[src/tht_pkg.sv]
// ----------------------------------------------------------------------------
// Tilt gesture debouncer package
// Shared item types, register map, gesture codes and fixed-point constants.
// ----------------------------------------------------------------------------
package tht_pkg;

  // Gesture codes as they appear on the result channel.
  typedef enum logic [2:0] {
    GEST_NONE      = 3'd0,
    GEST_BOTH_UP   = 3'd1,
    GEST_BOTH_DOWN = 3'd2,
    GEST_CROSSED   = 3'd3,
    GEST_HELP      = 3'd4
  } gesture_e;

  // Configuration register indexes.
  typedef enum logic [2:0] {
    REG_ROLL_CROSS   = 3'd0,
    REG_HELP_LIFT    = 3'd1,
    REG_HELP_NEUTRAL = 3'd2,
    REG_LIFT         = 3'd3,
    REG_LOWER        = 3'd4,
    REG_HOLD_TIME    = 3'd5,
    REG_STALE_LIMIT  = 3'd6
  } reg_idx_e;

  localparam int unsigned CfgIdxW  = 3;
  localparam int unsigned CfgDataW = 16;

  // Width of the scaled confidence before the divide by 45.
  localparam int unsigned DivdW   = 23;
  // Reciprocal of 45 scaled by 2^29, rounded up; exact for dividends below 2^23.
  localparam int unsigned RecipW  = 24;
  localparam int unsigned RecipSh = 29;
  localparam logic [RecipW-1:0] RECIP_45 = 24'd11930465;
  localparam int unsigned ProdW   = DivdW + RecipW;
  localparam int unsigned QuotW   = ProdW - RecipSh;

  // Confidence of 1.0.
  localparam logic [15:0] CONF_ONE = 16'd32768;

  // Register reset values.
  localparam logic [14:0]        ROLL_CROSS_RST   = 15'd3840;
  localparam logic [14:0]        HELP_LIFT_RST    = 15'd3840;
  localparam logic [14:0]        HELP_NEUTRAL_RST = 15'd1920;
  localparam logic [14:0]        LIFT_RST         = 15'd3840;
  localparam logic signed [15:0] LOWER_RST        = -16'sd3840;
  localparam logic [15:0]        HOLD_TIME_RST    = 16'd500;
  localparam logic [15:0]        STALE_LIMIT_RST  = 16'd200;

  // One input item.
  typedef struct packed {
    logic signed [15:0] first_pitch;
    logic signed [15:0] first_roll;
    logic signed [15:0] second_pitch;
    logic signed [15:0] second_roll;
    logic [15:0]        frame_age_ms;
    logic [31:0]        now_ms;
  } item_t;

  // One result item.
  typedef struct packed {
    logic [2:0]  gesture_code;
    logic [15:0] confidence;
  } result_t;

  // Configuration register file contents.
  typedef struct packed {
    logic [14:0]        roll_cross_threshold;
    logic [14:0]        help_lift_threshold;
    logic [14:0]        help_neutral_limit;
    logic [14:0]        lift_threshold;
    logic signed [15:0] lower_threshold;
    logic [15:0]        hold_time_ms;
    logic [15:0]        stale_limit_ms;
  } cfg_t;

  // Classifier verdict handed to the debounce stage.
  typedef struct packed {
    gesture_e         cand;
    logic [DivdW-1:0] dividend;
  } cls_t;

  // Magnitude of a 16-bit two's complement value; the most negative value maps to 32768.
  function automatic logic [15:0] mag16(input logic [15:0] v);
    mag16 = v[15] ? (~v + 16'd1) : v;
  endfunction

endpackage

[src/tht_classify.sv]
// ----------------------------------------------------------------------------
// Tilt gesture classifier
// Applies the priority threshold rules and forms the scaled confidence dividend.
// ----------------------------------------------------------------------------
module tht_classify
  import tht_pkg::*;
(
  input  item_t item_i,
  input  cfg_t  cfg_i,
  output cls_t  cls_o
);

  logic signed [16:0] fp_s, fr_s, sp_s, sr_s;
  logic signed [16:0] cross_s, neg_cross_s, help_lift_s, lift_s, lower_s;
  logic signed [16:0] pitch_sum_s;
  logic [15:0]        fp_mag, fr_mag, sp_mag, sr_mag;
  logic [15:0]        neutral;
  logic [16:0]        roll_sum, pitch_sum_mag;
  logic               is_crossed, is_help, is_up, is_down;

  // Sign-extend angles and thresholds to a common 17-bit signed range.
  assign fp_s        = $signed({item_i.first_pitch[15], item_i.first_pitch});
  assign fr_s        = $signed({item_i.first_roll[15], item_i.first_roll});
  assign sp_s        = $signed({item_i.second_pitch[15], item_i.second_pitch});
  assign sr_s        = $signed({item_i.second_roll[15], item_i.second_roll});
  assign cross_s     = $signed({2'b00, cfg_i.roll_cross_threshold});
  assign neg_cross_s = -cross_s;
  assign help_lift_s = $signed({2'b00, cfg_i.help_lift_threshold});
  assign lift_s      = $signed({2'b00, cfg_i.lift_threshold});
  assign lower_s     = $signed({cfg_i.lower_threshold[15], cfg_i.lower_threshold});
  assign neutral     = {1'b0, cfg_i.help_neutral_limit};

  // Magnitudes used by the help rule and the confidence terms.
  assign fp_mag        = mag16(item_i.first_pitch);
  assign fr_mag        = mag16(item_i.first_roll);
  assign sp_mag        = mag16(item_i.second_pitch);
  assign sr_mag        = mag16(item_i.second_roll);
  assign roll_sum      = {1'b0, fr_mag} + {1'b0, sr_mag};
  assign pitch_sum_s   = fp_s + sp_s;
  assign pitch_sum_mag = pitch_sum_s[16] ? 17'(-pitch_sum_s) : 17'(pitch_sum_s);

  // Rule conditions.
  assign is_crossed = (fr_s > cross_s) && (sr_s < neg_cross_s);
  assign is_help    = (sp_s > help_lift_s) && (fp_mag < neutral) && (fr_mag < neutral);
  assign is_up      = (fp_s > lift_s) && (sp_s > lift_s);
  assign is_down    = (fp_s < lower_s) && (sp_s < lower_s);

  // Priority pick and the matching dividend, which is later divided by 45.
  always_comb begin
    cls_o.cand     = GEST_NONE;
    cls_o.dividend = '0;
    if (is_crossed) begin
      cls_o.cand     = GEST_CROSSED;
      cls_o.dividend = {1'b0, roll_sum, 5'b0};
    end else if (is_help) begin
      cls_o.cand     = GEST_HELP;
      cls_o.dividend = {sp_mag, 7'b0};
    end else if (is_up) begin
      cls_o.cand     = GEST_BOTH_UP;
      cls_o.dividend = {pitch_sum_mag, 6'b0};
    end else if (is_down) begin
      cls_o.cand     = GEST_BOTH_DOWN;
      cls_o.dividend = {pitch_sum_mag, 6'b0};
    end
  end

endmodule

[config.mk]
export PLATFORM = sky130hd
export DESIGN_NAME = tht_classify
export DESIGN_NICKNAME = d
export VERILOG_FILES = /design/src/tht_pkg.sv /design/src/tht_classify.sv
export SDC_FILE = /design/constraint.sdc
export NUM_CORES = 1
export LEC_CHECK = 0
export ABC_AREA = 1
export BUFFER_PORTS_ARGS = -buffer_cell sky130_fd_sc_hd__buf_2
export CAP_MARGIN = 25
export CORE_ASPECT_RATIO = 0.6
export CORE_MARGIN = 1
export CORE_UTILIZATION = 44
export DETAILED_ROUTE_END_ITERATION = 10
export PLACE_DENSITY = 0.72
export SYNTH_ARGS = -nofsm -noshare
export SYNTH_HDL_FRONTEND = slang
export SYNTH_SLANG_ARGS = --single-unit
[constraint.sdc]
create_clock -name vclk -period 4.05
set_input_delay 0.2025 -clock vclk [all_inputs]
set_output_delay 0.2025 -clock vclk [all_outputs]
set_load 0.05 [all_outputs]
; ---- Word-level counts from Yosys, hierarchy flattened
; Cells that the tools add are included.
[totals]
wordCells = 35
in_bits = 220
regBits = 0
output_inout_bits = 26
[op_classes]
add_sub_neg = 8
bitwise = 4
muxes = 9
n_lt_le_gt_ge = 9
reduce_logical = 5
[ops]
columns = cell, n
row1 = $add A16 B1 Y16 const B, 4
row2 = $gt A16 B16 Y1, 4
row3 = $mux W16, 4
row4 = $not A16 Y16, 4
row5 = $mux W26, 2
row6 = $mux W25, 2
row7 = $add A16 B16 Y17, 2
row8 = $lt A16 B15 Y1, 2
row9 = $lt A16 B16 Y1, 2
row10 = $lt A16 B17 Y1, 1
row11 = $mux W17, 1
row12 = $neg A15 Y17, 1
row13 = $neg A17 Y17, 1
row14 = $logic_and A1 B1 Y1, 5

; ---- Logic depth before layout (Yosys ltp)
[logic_depth]
word_depth = 8
ltp_mapped = 24
ltp_nobuf = 24

; ---- Least setup slack after synthesis
; No wires, ideal clock.
[synth_path]
path_kind = input to output
startpoint = in cfg_i[93] (netlist bit)
endpoint = out cls_o[6] (netlist bit)
arrival_time_ns = 3.526
cell_stages = 23
path_buffers = 1
t_required_ns = 3.848
setup_slack_ns = 0.321
path_cell_list = inv_1 > ha_1 > nand3_1 > nor2_1 > nand2_1 > nor2_1 > nand3_1 > nor3_1 > nand3_1 > xor2_1 > ha_1 > nand2_1 > inv_1 > o21ai_0 > nand2_1 > nor2_1 > nand3_1 > nand2_1 > nand2_1 > nor2_4 > inv_2 > buf_4 > o22ai_1
[synth_rtl]
columns = item, line_no
row1 = start: declaration, tht_classify.sv:9  ; input cfg_t cfg_i,
row2 = end: declaration, tht_classify.sv:10  ; output cls_t cls_o

==> flow_summary.json <==
{
  "hp-class": "input pin to primary output",
  "netSwitchingFraction": 0.663,
  "cts_hold_buf": 0,
  "drt.antenna.violating_nets": 0,
  "avgViaCountPerCell": 5.21,
  "met3_usage": 0.0261,
  "grt.total_usage": 0.277,
  "clock_buffers": 0,
  "use_met2": 0.381,
  "grt_use_met1": 0.459,
  "core-area_um2": 16400,
  "leakage_nw": 5.11,
  "drv_cap": 0,
  "synthMuxAreaShare": 0,
  "seqPwrFrac": 0,
  "synth-adder-area-share": 0.294,
  "status": "completed",
  "finalNetCount": 1829,
  "crit_arrival_ns": 3.72,
  "antenna_cells": 0,
  "wl_per_cell_um": 15.1,
  "synth_top_area_cell": "ha_1",
  "synthTopCellsByArea": "ha_1 29%, nand2_1 16%, inv_1 10%",
  "combPwrFrac": 1.000,
  "crit_required_ns": 3.85,
  "fin_cells": 1661,
  "min_period_ns": 3.93,
  "grt.busiest_layer": "met1",
  "die_w_um": 170,
  "final-seq-area_um2": 0,
  "synth-simple-area-share": 0.350,
  "synthXorXnorAreaFrac": 0.0974,
  "setup_ws_ns": 0.123,
  "ys_seq_area_frac": 0,
  "post-place-ws_ns": 0.0271,
  "seq_cells": 0,
  "portBuffers": 161,
  "drc": 0,
  "crit_fanout": 7,
  "gp_congestion": 0.966,
  "finalMaxSlewViolations": 0,
  "drtPass1Iterations": 5,
  "yosys.cell_types.count": 46,
  "drt-initial-drc-count": 805,
  "power.total_mw": 1.53,
  "drt_wl_total_mm": 25.1,
  "period_share": 0.970,
  "p_sw_mw": 1.02,
  "gr-total-overflow": 0,
  "tightest_slew_ns": 0.649,
  "path_class": "input pin to primary output",
  "antenna_found_initial": 0,
  "ios": 246,
  "dp_hpwl_mm": 22.0,
  "drive_gt1_frac": 0.167,
  "setup_tns_ns": 0,
  "maxSlewHeadroom": 0.566,
  "grt_first_pass_wirelength_mm": 38.3,
  "synth.avg_cell_area_um2": 5.89,
  "grt_max_degree": 21,
  "synth-compound-area-share": 0.140,
  "max_freq_mhz": 255,
  "powerDensity_nw_per_um2": 176,
  "setup_violations": 0,
  "synth_top_family_by_area": "simple AND/OR/NAND/NOR gates",
  "first_global_vias": 7479,
  "initial_utilization": 0.455,
  "ir_drop_uv": 106,
  "endpoint_kind": "primary output",
  "netlist_area_um2": 7470,
  "die_h_um": 103,
  "syn_to_final_growth_pct": 16.9,
  "vias": 8651,
  "finalHoldViolCount": 0,
  "synthCells": 1268,
  "yosys.area.top_type_share": 0.288,
  "p_int_uw": 515,
  "rows": 36,
  "dieArea_um2": 17500,
  "yosys_warnings": 0,
  "cp-start-kind": "input pin",
  "power.share.clock": 0,
  "place_inst": 1658,
  "fin_util": 0.532
}
[synthesized netlist by cell type, types with 2 or more instances]
master	count
a21o_1	2
a21oi_1	117
a31oi_1	4
and2_1	2
and3_1	2
buf_2	2
buf_4	10
clkbuf_1	2
fa_1	2
ha_1	172
inv_1	205
inv_2	5
nand2_1	322
nand2_2	8
nand3_1	67
nand3_2	9
nand3b_1	10
nand4_1	15
nor2_1	107
nor2_2	9
nor2_4	5
nor3_1	17
nor3_2	4
nor4_1	2
o211ai_1	2
o21a_1	5
o21ai_0	49
o21ai_1	5
o21ai_2	2
o21bai_1	2
o31ai_1	3
or2_2	5
xnor2_1	13
xor2_1	70
[layer usage]
| metal | up-vias | part of all wire |
|---|---|---|
| met1 | 3812 | 0.53 |
| met3 | 15 | 0.10 |
| li1 | 4468 | - |
| met4 | 0 | 0.0061 |
| met2 | 356 | 0.36 |
| met5 | - | 0 |
[metrics by stage]
| stage | hold WS (ns) | area, um^2 |
|---|---|---|
| after floorplan | 0.786 | 7480 |
| after global placement | 0.878 | 8580 |
| after detailed placement | 0.892 | 8580 |
| after CTS | 0.893 | 8580 |
| after global routing | 0.912 | 8730 |
| final | 0.892 | 8730 |
[critical path, cell delays in order]
cell and delay, ns:
buf_2 0.12, inv_1 0.07, ha_2 0.20, nand3_2 0.11, nor2_1 0.10, nand2_1 0.11
nor2_4 0.19, nand3_4 0.11, nor3_4 0.24, nand3_2 0.13, xor2_1 0.16, ha_1 0.30
nand2_1 0.07, inv_1 0.03, o21ai_1 0.13, nand2_1 0.08, nor2_2 0.13, nand3_1 0.08
nand2_1 0.06, nand2_1 0.08, nor2_4 0.24, buf_12 0.15, nor3_1 0.04, nor2_1 0.24
nand2_1 0.14, buf_6 0.18
[worst paths after layout]
| path | slack, ns | end | startpoint | depth (start not counted) |
|---|---|---|---|---|
| worst max-delay path | 0.12 | cls_o[19] | cfg_i[93] | 26 |
| worst min-delay path | 0.89 | cls_o[7] | item_i[64] | 4 |
[layout by cell type (no fill, tap or decap), types with 6 or more instances in the layout]
cell      instances
inv_1           205
a21oi_1         115
nor3_2            7
xor2_1           70
nor2_2           13
nor2_1          103
nor3_1           13
nand2_1         322
nand2_2           8
o21ai_1           6
nor2_4            6
nand4_1          15
buf_2           151
buf_4            15
nand3_2          11
ha_1            171
nand3_1          64
nand3b_1         10
xnor2_1          13
o21ai_0          48
[power groups by stage]
stage | clock network, mW | logic [mW] | registers [mW]
floorplan | 0 | 1.04 | 0
global placement | 0 | 1.43 | 0
detailed placement | 0 | 1.46 | 0
CTS | 0 | 1.47 | 0
global route | 0 | 1.68 | 0
finish | 0 | 1.53 | 0
[logic make-up after synthesis]
group / Yosys count
AO/OA/AOI/OAI: 196
adder cells (fa/ha/maj): 174
buffers and inverters: 225
other: 1
AND/OR/NAND/NOR: 589
XOR/XNOR: 83
[cell type report]
| type | count | area (um^2) |
|---|---|---|
| fill | 1785 | 7670 |
| inverter | 211 | 795 |
| multi-input combinational | 1048 | 6680 |
| timing repair buffer | 174 | 962 |
| tap | 228 | 285 |
[what timing repair did]
action                     4_1_cts  5_1_grt
gates resized for setup          0       37
setup endpoints to repair        0       21
setup buffers                    0        1
hold endpoints to repair         0        0
No activity file was read; power rests on OpenSTA's default activity.
